### config.mk
export PLATFORM = sky130hd
export DESIGN_NAME = positional_list_insert_delete_unit
export DESIGN_NICKNAME = d
export VERILOG_FILES = /design/src/rtl/plp_pkg.sv /design/src/rtl/plp_ram.sv /design/src/rtl/plp_ctrl.sv /design/src/rtl/positional_list_insert_delete_unit.sv
export SDC_FILE = /design/constraint.sdc
export NUM_CORES = 1
export LEC_CHECK = 0
export BUFFER_PORTS_ARGS = -buffer_cell sky130_fd_sc_hd__buf_2
export CAP_MARGIN = 20
export CORE_UTILIZATION = 50
export DETAILED_ROUTE_END_ITERATION = 6
export GPL_TIMING_DRIVEN = 0
export PLACE_DENSITY = 0.73
export SLEW_MARGIN = 10
export SYNTH_ARGS = -nofsm -noshare
export SYNTH_HDL_FRONTEND = slang
export SYNTH_HIERARCHICAL = 1
export SYNTH_SLANG_ARGS = --single-unit
### constraint.sdc
create_clock -name i_clk -period 5.5 [get_ports i_clk]
set_input_delay 0 -clock i_clk [delete_from_list [all_inputs] [get_ports i_clk]]
set_output_delay 0 -clock i_clk [all_outputs]
set_load 0.03 [all_outputs]
### src/rtl/plp_pkg.sv
// shared types and constants of the positional list unit
`default_nettype none
package plp_pkg;

    localparam int DEPTH = 16;
    localparam int AW    = (DEPTH > 1) ? $clog2(DEPTH) : 1;
    localparam int CW    = $clog2(DEPTH + 1);
    // compare width for position against count
    localparam int XW    = ((CW > 5) ? CW : 5) + 1;

    typedef enum logic [2:0] {
        ACT_INS_FRONT = 3'd0,
        ACT_INS_AT    = 3'd1,
        ACT_APPEND    = 3'd2,
        ACT_DEL_FIRST = 3'd3,
        ACT_DEL_AT    = 3'd4,
        ACT_DEL_LAST  = 3'd5,
        ACT_DISPLAY   = 3'd6,
        ACT_REPLACE   = 3'd7
    } t_action;

    typedef enum logic [1:0] {
        ST_OK    = 2'd0,
        ST_FULL  = 2'd1,
        ST_EMPTY = 2'd2,
        ST_POS   = 2'd3
    } t_status;

    typedef struct packed {
        logic          we;
        logic [AW-1:0] waddr;
        logic [31:0]   wdata;
        logic          re;
        logic [AW-1:0] raddr;
    } t_mem_req;

    typedef struct packed {
        logic signed [31:0] element;
        logic [3:0]         index;
        logic               has_element;
        t_status            status;
        logic               last;
    } t_result;

endpackage
`default_nettype wire

### src/rtl/plp_ram.sv
// entry memory: one write port, one registered read port
`default_nettype none
module plp_ram
    import plp_pkg::*;
(
    input  wire logic        i_clk,
    input  wire t_mem_req    i_req,
    output logic [31:0]      o_rdata
);

    logic [31:0] mem [DEPTH];
    logic [31:0] r_rdata;

    always_ff @(posedge i_clk) begin
        if (i_req.we) begin
            mem[i_req.waddr] <= i_req.wdata;
        end
        if (i_req.re) begin
            r_rdata <= mem[i_req.raddr];
        end
    end

    assign o_rdata = r_rdata;

endmodule
`default_nettype wire

### src/rtl/plp_ctrl.sv
// command sequencer: decode, shift through memory, stream the list out
`default_nettype none
module plp_ctrl
    import plp_pkg::*;
(
    input  wire logic        i_clk,
    input  wire logic        i_rst_n,
    input  wire logic        i_valid,
    output logic             o_ready,
    input  wire t_action     i_action,
    input  wire logic [4:0]  i_position,
    input  wire logic [31:0] i_value,
    output logic             o_valid,
    input  wire logic        i_ready,
    output t_result          o_result,
    output t_mem_req         o_mem,
    input  wire logic [31:0] i_rdata
);

    typedef enum logic [1:0] {S_IDLE, S_SHIFT, S_FINAL, S_EMIT} t_state;
    typedef enum logic [1:0] {OP_NONE, OP_INS, OP_DEL, OP_REP} t_op;

    t_state        r_state,   n_state;
    logic [CW-1:0] r_count,   n_count;
    t_status       r_status,  n_status;
    t_op           r_op,      n_op;
    logic [AW-1:0] r_slot,    n_slot;
    logic [31:0]   r_word,    n_word;
    logic [AW-1:0] r_rd_addr, n_rd_addr;
    logic [CW-1:0] r_rd_left, n_rd_left;
    logic          r_wr_pend, n_wr_pend;
    logic [AW-1:0] r_wr_addr, n_wr_addr;
    logic [CW-1:0] r_em_idx,  n_em_idx;
    logic          r_rd_pend, n_rd_pend;
    logic [AW-1:0] r_rd_idx,  n_rd_idx;
    logic          r_out_valid, n_out_valid;
    t_result       r_out,     n_out;

    always_comb begin
        logic [XW-1:0] ext_pos;
        logic [XW-1:0] ext_cnt;
        logic          full;
        logic          empty;
        logic          ins_bad;
        logic          del_bad;
        logic          out_free;
        logic          consume;
        logic          issue;
        logic [31:0]   idx_wide;
        logic [AW-1:0] pos_slot;

        ext_pos  = XW'(i_position);
        ext_cnt  = XW'(r_count);
        full     = (r_count == CW'(DEPTH));
        empty    = (r_count == '0);
        ins_bad  = (i_position == 5'd0) || (ext_pos > ext_cnt + XW'(1));
        del_bad  = (i_position == 5'd0) || (ext_pos > ext_cnt);
        pos_slot = AW'(i_position - 5'd1);
        out_free = !r_out_valid || i_ready;
        consume  = 1'b0;
        issue    = 1'b0;
        idx_wide = 32'(r_rd_idx);

        n_state     = r_state;
        n_count     = r_count;
        n_status    = r_status;
        n_op        = r_op;
        n_slot      = r_slot;
        n_word      = r_word;
        n_rd_addr   = r_rd_addr;
        n_rd_left   = r_rd_left;
        n_wr_pend   = 1'b0;
        n_wr_addr   = r_wr_addr;
        n_em_idx    = r_em_idx;
        n_rd_pend   = r_rd_pend;
        n_rd_idx    = r_rd_idx;
        n_out_valid = r_out_valid && !i_ready;
        n_out       = r_out;

        o_ready   = (r_state == S_IDLE);
        o_mem     = '0;

        unique case (r_state)
            S_IDLE: begin
                if (i_valid) begin
                    n_status = ST_OK;
                    n_op     = OP_NONE;
                    n_slot   = '0;
                    n_word   = i_value;
                    unique case (i_action)
                        ACT_INS_FRONT: begin
                            if (full) n_status = ST_FULL;
                            else      n_op     = OP_INS;
                        end
                        ACT_INS_AT: begin
                            if (full) begin
                                n_status = ST_FULL;
                            end else if (ins_bad) begin
                                n_status = ST_POS;
                            end else begin
                                n_op   = OP_INS;
                                n_slot = pos_slot;
                            end
                        end
                        ACT_APPEND: begin
                            if (full) begin
                                n_status = ST_FULL;
                            end else begin
                                n_op   = OP_INS;
                                n_slot = AW'(r_count);
                            end
                        end
                        ACT_DEL_FIRST: begin
                            if (empty) n_status = ST_EMPTY;
                            else       n_op     = OP_DEL;
                        end
                        ACT_DEL_AT: begin
                            if (empty) begin
                                n_status = ST_EMPTY;
                            end else if (del_bad) begin
                                n_status = ST_POS;
                            end else begin
                                n_op   = OP_DEL;
                                n_slot = pos_slot;
                            end
                        end
                        ACT_DEL_LAST: begin
                            if (empty) begin
                                n_status = ST_EMPTY;
                            end else begin
                                n_op   = OP_DEL;
                                n_slot = AW'(r_count - CW'(1));
                            end
                        end
                        ACT_REPLACE: begin
                            if (empty) begin
                                n_status = ST_EMPTY;
                            end else if (del_bad) begin
                                n_status = ST_POS;
                            end else begin
                                n_op   = OP_REP;
                                n_slot = pos_slot;
                            end
                        end
                        default: ; // display leaves the list alone
                    endcase
                    // shift plan: inserts walk down from the top, deletes walk up
                    if (n_op == OP_INS) begin
                        n_rd_addr = AW'(r_count - CW'(1));
                        n_rd_left = r_count - CW'(n_slot);
                    end else if (n_op == OP_DEL) begin
                        n_rd_addr = n_slot + AW'(1);
                        n_rd_left = r_count - CW'(1) - CW'(n_slot);
                    end else begin
                        n_rd_left = '0;
                    end
                    n_em_idx  = '0;
                    n_rd_pend = 1'b0;
                    n_state   = (n_op == OP_NONE) ? S_EMIT : S_SHIFT;
                end
            end
            S_SHIFT: begin
                // write back the word read last cycle one slot over
                o_mem.we    = r_wr_pend;
                o_mem.waddr = r_wr_addr;
                o_mem.wdata = i_rdata;
                if (r_rd_left != '0) begin
                    o_mem.re    = 1'b1;
                    o_mem.raddr = r_rd_addr;
                    n_rd_left   = r_rd_left - CW'(1);
                    n_wr_pend   = 1'b1;
                    if (r_op == OP_INS) begin
                        n_wr_addr = r_rd_addr + AW'(1);
                        n_rd_addr = r_rd_addr - AW'(1);
                    end else begin
                        n_wr_addr = r_rd_addr - AW'(1);
                        n_rd_addr = r_rd_addr + AW'(1);
                    end
                end else if (!r_wr_pend) begin
                    n_state = S_FINAL;
                end
            end
            S_FINAL: begin
                o_mem.we    = (r_op == OP_INS) || (r_op == OP_REP);
                o_mem.waddr = r_slot;
                o_mem.wdata = r_word;
                if (r_op == OP_INS) n_count = r_count + CW'(1);
                if (r_op == OP_DEL) n_count = r_count - CW'(1);
                n_state = S_EMIT;
            end
            S_EMIT: begin
                if (empty) begin
                    // status only transaction
                    if (out_free) begin
                        n_out_valid       = 1'b1;
                        n_out.element     = '0;
                        n_out.index       = '0;
                        n_out.has_element = 1'b0;
                        n_out.status      = r_status;
                        n_out.last        = 1'b1;
                        n_state           = S_IDLE;
                    end
                end else begin
                    consume = r_rd_pend && out_free;
                    issue   = (r_em_idx < r_count) && (!r_rd_pend || consume);
                    o_mem.re    = issue;
                    o_mem.raddr = r_em_idx[AW-1:0];
                    if (issue) begin
                        n_em_idx = r_em_idx + CW'(1);
                        n_rd_idx = r_em_idx[AW-1:0];
                    end
                    n_rd_pend = issue || (r_rd_pend && !consume);
                    if (consume) begin
                        n_out_valid       = 1'b1;
                        n_out.element     = i_rdata;
                        n_out.index       = idx_wide[3:0];
                        n_out.has_element = 1'b1;
                        n_out.status      = r_status;
                        n_out.last        = (CW'(r_rd_idx) + CW'(1) == r_count);
                        if (n_out.last) n_state = S_IDLE;
                    end
                end
            end
            default: n_state = S_IDLE;
        endcase
    end

    always_ff @(posedge i_clk) begin
        if (!i_rst_n) begin
            r_state     <= S_IDLE;
            r_count     <= '0;
            r_wr_pend   <= 1'b0;
            r_rd_pend   <= 1'b0;
            r_rd_left   <= '0;
            r_out_valid <= 1'b0;
        end else begin
            r_state     <= n_state;
            r_count     <= n_count;
            r_wr_pend   <= n_wr_pend;
            r_rd_pend   <= n_rd_pend;
            r_rd_left   <= n_rd_left;
            r_out_valid <= n_out_valid;
        end
        r_status  <= n_status;
        r_op      <= n_op;
        r_slot    <= n_slot;
        r_word    <= n_word;
        r_rd_addr <= n_rd_addr;
        r_wr_addr <= n_wr_addr;
        r_em_idx  <= n_em_idx;
        r_rd_idx  <= n_rd_idx;
        r_out     <= n_out;
    end

    assign o_valid  = r_out_valid;
    assign o_result = r_out;

endmodule
`default_nettype wire

### src/rtl/positional_list_insert_delete_unit.sv
// top level of the positional list unit: stream ports around sequencer and memory
`default_nettype none
// Positional list unit. Keeps an ordered list of up to DEPTH signed 32-bit
// words in a single-port-write, registered-read memory plus an element count.
// Each command inserts (front, 1-based position, end), deletes (first,
// position, last), replaces at a position or just displays; a full list, an
// empty list or a bad position is reported in status and leaves the list as
// it was. After every command the whole list streams out in order, one
// transaction per element, with tlast on the final one; an empty list gives
// one status-only transaction. Commands are taken one at a time: a command
// that writes the list first moves the entries that must shift one slot
// over, reading each entry and writing it back, then does the final write
// and count update; the list then streams out, each element read from the
// registered memory before it is sent. The list's read and write port is
// the limit. A new command may be accepted while the last result still
// waits in the output register.
module positional_list_insert_delete_unit
    import plp_pkg::*;
(
    input  wire logic        i_clk,
    input  wire logic        i_rst_n,
    input  wire logic        s_axis_tvalid,
    output logic             s_axis_tready,
    input  wire logic [39:0] s_axis_tdata,   // position[4:0], value[36:5], zero pad
    input  wire logic [2:0]  s_axis_tuser,   // action[2:0]
    output logic             m_axis_tvalid,
    input  wire logic        m_axis_tready,
    output logic [39:0]      m_axis_tdata,   // element[31:0], index[35:32], zero pad
    output logic [2:0]       m_axis_tuser,   // has_element[0], status[2:1]
    output logic             m_axis_tlast
);

    t_mem_req    mem_req;
    logic [31:0] mem_rdata;
    t_result     result;
    t_action     action;

    // action code rides in tuser
    assign action = t_action'(s_axis_tuser);

    plp_ctrl u_ctrl (
        .i_clk      (i_clk),
        .i_rst_n    (i_rst_n),
        .i_valid    (s_axis_tvalid),
        .o_ready    (s_axis_tready),
        .i_action   (action),
        .i_position (s_axis_tdata[4:0]),
        .i_value    (s_axis_tdata[36:5]),
        .o_valid    (m_axis_tvalid),
        .i_ready    (m_axis_tready),
        .o_result   (result),
        .o_mem      (mem_req),
        .i_rdata    (mem_rdata)
    );

    // list storage, entries undefined until written
    plp_ram u_ram (
        .i_clk   (i_clk),
        .i_req   (mem_req),
        .o_rdata (mem_rdata)
    );

    // result packing
    assign m_axis_tdata = {4'b0000, result.index, result.element};
    assign m_axis_tuser = {result.status, result.has_element};
    assign m_axis_tlast = result.last;

endmodule
`default_nettype wire

[Yosys cells after proc, flatten, opt, wreduce, memory -nomap -nowiden]
Memory sizes are Yosys's and may differ from the RTL's. A register that Yosys moved wholly into a read port is not among the register bits.
Cells that the tools add are included.
Storage, ports and cells
  register bits after elaboration: 112
  bits in writable memories: 512
  input port bits: 47
  output and inout port bits: 46
  word-level logic and storage cells: 172
  memories: 1
Memories
  u_ram.mem: depth 16, bits a word 32, read ports 1, clocked after Yosys merged registers in 1, write ports 1, line plp_ram.sv:11  | logic [31:0] mem [DEPTH];
Operators by class
  $add $sub $neg: 12
  magnitude comparators: 3
  equality and inequality tests: 27
  mux-type cells: 71
  bitwise gates (word level): 1
  reductions and logical operators: 38
Operators by type and width (count)
  two-way mux 40 bit: 3
  case mux 37 bit (2 select lines): 1
  two-way mux 4 bit: 14
  two-way mux 5 bit: 11
  two-way mux 2 bit: 21
  case mux 5 bit (2 select lines): 3
  case mux 2 bit (4 select lines): 2
  case mux 4 bit (4 select lines): 1
  two-way mux 1 bit: 12
  AND reduction 3 bit: 4
  adder 5 x 1 -> 5 bit, second input constant: 2
  equality test 2 bit, second input constant: 5
  zero test 5 bit: 2
  inequality test 2 bit, second input constant: 5
  case mux 2 bit (5 select lines): 1
  subtractor 5 x 1 -> 5 bit, second input constant: 2
  subtractor 5 x 4 -> 5 bit: 2
  equality test 3 bit, second input constant: 3
  inequality test 3 x 1 -> 1 bit, second input constant: 3
  adder 4 x 1 -> 4 bit, second input constant: 2
  case mux 4 bit (2 select lines): 1
  AND reduction 2 bit: 4
  AND reduction 4 bit: 2
  nonzero test 2 bit: 4
  other kinds (23): 42

[Longest topological paths before layout]
  word-level depth: 13
  mapped depth: 20
  depth with buffers taken out: 19

[Cells and area by module]
Netlist, hierarchy kept.
By module, submodules not included
  plp_ram: instances 1, cells an instance 838, area an instance 20156.8 um^2, sequential area each 16335.7 um^2
  plp_ctrl: instances 1, cells an instance 583, area an instance 6424.9 um^2, sequential area each 3213.1 um^2
  positional_list_insert_delete_unit: instances 1, cells an instance 5, area an instance 33.8 um^2, sequential area each 0.0 um^2

[Worst setup path after synthesis]
OpenSTA, ideal clock, no wires.
  path kind: flip-flop to flip-flop
  start point: register u_ctrl.r_state[0]
  end point: memory u_ram.mem[0][0] (enable)
  setup time: 0.461 ns
  data arrival time: 4.262 ns
  data required time: 5.039 ns
  path slack: 0.777 ns
  cell stages (with the launch flop): 9
  path buffers: 2
  clock period less this slack: 4.723 ns
  cells stage by stage: dfxtp_1 inv_1 ha_1 clkbuf_1 clkbuf_1 o21ai_0 a21boi_0 or3b_2 nor3_1
RTL lines
  start, declared: line plp_ctrl.sv:23  | t_state r_state, n_state;
  start signal, assigned: line plp_ctrl.sv:237  | r_state <= n_state;
  end, declared: line plp_ram.sv:11

==> results_dict.tcl <==
set metrics [dict create \
    outcome "finished clean" \
    postRouteAntennaNets 0 \
    seq_area_um2 19500 \
    drt_iter0_drc 1880 \
    wl_met2_mm 31.7 \
    critical_path_class "reg -> reg" \
    fillers 3765 \
    syn_to_final_growth_pct 16.9 \
    power.leakage_nw 9.90 \
    worst_slew_pin_slew_ps 1260 \
    yosysWarningCount 6 \
    drc 0 \
    first_global_vias 14900 \
    worst_slack_ps 128 \
    numClockSinks 656 \
    dieArea_um2 54200 \
    placed_cells 2234 \
    dp_hpwl_mm 41.4 \
    ys_ff_latch 656 \
    switchingPower_mw 4.44 \
    cellInternalPower_mw 10.0 \
    vias_per_cell 6.21 \
    max_stage_delay_ps 790 \
    port-buffer-count 83 \
    routed-wl-met3_mm 6.41 \
    cts_tree "done" \
    root_buffer "clkbuf_16" \
    nets 1746 \
    yosysUniqueCellTypes 71 \
    clock_latency_ps 610 \
    clock_skew_ps 23.7 \
    p_sw_frac 0.307 \
    synth_top_cell_by_area "edfxtp_1" \
    ir_drop_mv 0.339 \
    crit_chain "inv_1 > ha_1 > clkdlybuf4s15_1 > clkdlybuf4s15_1 > o21ai_0 > a21boi_0 > or3b_2 > nor3_2 > buf_4 > buf_4 > buf_6" \
    synth_seq_area_share 0.734 \
    track_usage 0.250 \
    yosysTopAreaCellShare 0.723 \
    min_period_over_period 0.977 \
    r2r-start "u_ctrl/r_state[0]" \
    grt_max_degree 42 \
    post-place-ws_ps 190 \
    dieHeight_um 233 \
    hold_path_depth 4 \
    antenna_found_initial 2 \
    pwr-share-comb 0.259 \
    synth-edff-count 641 \
    grt_pass1_wl_mm 95.9 \
    ctsHtreeMaxLevel 3 \
    fin_tns_setup_ps 0 \
    detail_route.wl_per_cell_um 27.5 \
    relSlewSlack 0.158 \
    crit_fanout 10 \
    die_x_um 233 \
    overflow 0 \
    maxCapViolations 0 \
    reg2reg_setup_slack_ps 130 \
    cellPowerDensity_nw_per_um2 465 \
    syn-cell-area_um2 26600 \
    crit_path_end_kind "flip-flop" \
    path_buf_inv 6 \
    crit_arrival_ps 5700 \
    r2r-end "u_ram/mem[0][17]" \
    pwr-share-clk 0.297 \
    p_seq_frac 0.444 \
    cp_top_family "buffers and inverters" \
    finalHoldViolations 0 \
    async_flop_share 0 \
    synth_area_leaders "edfxtp_1, mux4_2, a22oi_1" \
    hp-class "in -> reg" \
    route.vias.total 14900 \
    syn_inst 1426 \
    cts_buffer_depth 3 \
    fin_crit_ps 5370 \
    drive_gt1_frac 0.244 \
    start_kind "flip-flop" \
    rr_worst_depth 11 \
    setup-violations-final 0 \
    routed.top_layer "met5" \
    max_freq_mhz 186 \
    syn_avg_cell_area_um2 18.7 \
    numCtsBuffers 67 \
    drt-total-wl_mm 66.1 \
    met1_length_mm 25.4 \
    rows 84 \
    min_to "u_ctrl/r_status[1]" \
    maxSlewViolCount 0 \
    min-delay-start "s_axis_tuser[1]" \
    dr.pass1.iters 5 \
    critPathSlowestCell "clkdlybuf4s15_1" \
    synthFlopType "edfxtp_1" \
    clk_pin_slew_ps 60 \
    floorplan.initialDensity 0.506 \
    gp_congestion 0.872 \
    core_area_um2 52600 \
    io_pins 93 \
    crit_required_ps 5830 \
    instances_no_fill 2401 \
    multiInputGateArea_um2 6710 \
]
[synth_stat cells, types with 15 or more instances]
| cell type | count |
|---|---|
| buf_1 | 15 |
| clkbuf_1 | 35 |
| inv_1 | 25 |
| nor3_1 | 17 |
| xnor2_1 | 25 |
| nor2b_1 | 81 |
| nand2_1 | 64 |
| mux4_2 | 128 |
| buf_4 | 16 |
| o21ai_0 | 19 |
| nor2_1 | 37 |
| a21oi_1 | 20 |
| edfxtp_1 | 641 |
| dfxtp_1 | 15 |
| ha_1 | 39 |
| a22oi_1 | 104 |
[flip-flops by register name, summed over array words and instances, names as in the netlist, 5 cells and up]
| register | count |
|---|---|
| u_ctrl/o_result | 40 |
| u_ctrl/r_count | 5 |
| u_ctrl/r_em_idx | 5 |
| u_ctrl/r_rd_left | 5 |
| u_ctrl/r_word | 32 |
| u_ram/mem | 512 |
| u_ram/o_rdata | 32 |
[layout by cell type, fill, tap and decap left out, types with 18 or more instances in the layout]
master,netlist,layout
clkbuf_1,35,49
a21oi_1,20,20
nor2b_1,81,81
dlygate4sd3_1,0,39
buf_2,14,97
a22oi_1,104,104
inv_1,25,25
mux4_2,128,128
buf_4,16,27
ha_1,39,39
nor2_1,37,25
clkbuf_16,0,69
xnor2_1,25,25
edfxtp_1,641,641
o21ai_0,19,18
nand2_1,64,64
[layout make-up]
type / count / share of cell area
antenna: 5 / 0.000402
buffer: 81 / 0.0129
clock buffer: 85 / 0.0574
clock inverter: 34 / 0.00905
inverter: 29 / 0.00350
multi-input combinational: 663 / 0.216
sequential: 656 / 0.628
tap: 688 / 0.0277
timing repair buffer: 160 / 0.0448
[stage by stage]
stage / util / power [mW] / cell area (um^2) / hold slack (ps)
2_1_floorplan: - / 8.81 / 26600 / 98.9
3_3_place_gp: 0.531 / 9.99 / 27900 / 177
3_5_place_dp: 0.544 / 10.1 / 28600 / 178
4_1_cts: 0.591 / 14.5 / 31000 / 21.8
5_1_grt: 0.592 / 15.0 / 31100 / 77.8
6_report: 0.592 / 14.5 / 31100 / 43.5
[metal layers]
layer  vias to the layer above  global-route usage
met2                       840               0.396
met3                       156              0.0577
met5                         -                   0
met1                      7696               0.330
li1                       6209                   -
met4                         2               0.115
[logic make-up (layout without fill, tap and decap cells)]
| logic type | count (synthesis) | count (layout) | synth area share |
|---|---|---|---|
| adders and majority gates | 41 | 41 | 0.0198 |
| muxes | 133 | 133 | 0.110 |
| and+or+nand+nor | 256 | 256 | 0.0518 |
| xor gates and xnor gates | 31 | 31 | 0.0102 |
| other | 1 | 9 | 0.000141 |
| AOI/OAI and AO/OA | 198 | 198 | 0.0546 |
| buffers and inverters | 110 | 389 | 0.0187 |
| DFF | 656 | 656 | 0.734 |
[worst register-to-register path, stage by stage (launching register included)]
cell and delay, ps:
dfxtp_1 350, inv_1 90, ha_1 220, clkdlybuf4s15_1 750
clkdlybuf4s15_1 790, o21ai_0 220, a21boi_0 580, or3b_2 630
nor3_2 700, buf_4 350, buf_4 240, buf_6 170
[power groups by stage]
stage / Sequential (mW) / Combinational [mW] / Clock, mW
finish: 6.43 / 3.75 / 4.29
global route: 6.45 / 3.99 / 4.53
CTS: 6.42 / 3.68 / 4.34
detailed placement: 6.53 / 3.62 / 0
global placement: 6.55 / 3.45 / 0
floorplan: 6.53 / 2.28 / 0
[worst max-delay path by stage]
stage | slack [ps] | end | cells past startpoint | start
global route | -7 | u_ram/mem[0][17] | 11 | u_ctrl/r_state[0]
floorplan | 780 | u_ram/mem[0][0] | 8 | u_ctrl/r_state[0]
CTS | 170 | u_ram/mem[0][17] | 11 | u_ctrl/r_state[0]
global placement | -3360 | u_ram/mem[0][21] | 8 | u_ctrl/r_state[0]
finish | 130 | u_ram/mem[0][17] | 11 | u_ctrl/r_state[0]
detailed placement | 190 | u_ram/mem[0][21] | 11 | u_ctrl/r_state[0]
[what timing repair did]
| action | 4_1_cts | 5_1_grt |
|---|---|---|
| hold buffers | 39 | 0 |
| gates resized for setup | 0 | 4 |
| buffers inserted | 0 | 0 |
| endpoints found under the hold margin | 45 | 0 |
| endpoints found under the setup margin | 0 | 6 |
(Power assumes the default switching activity.)
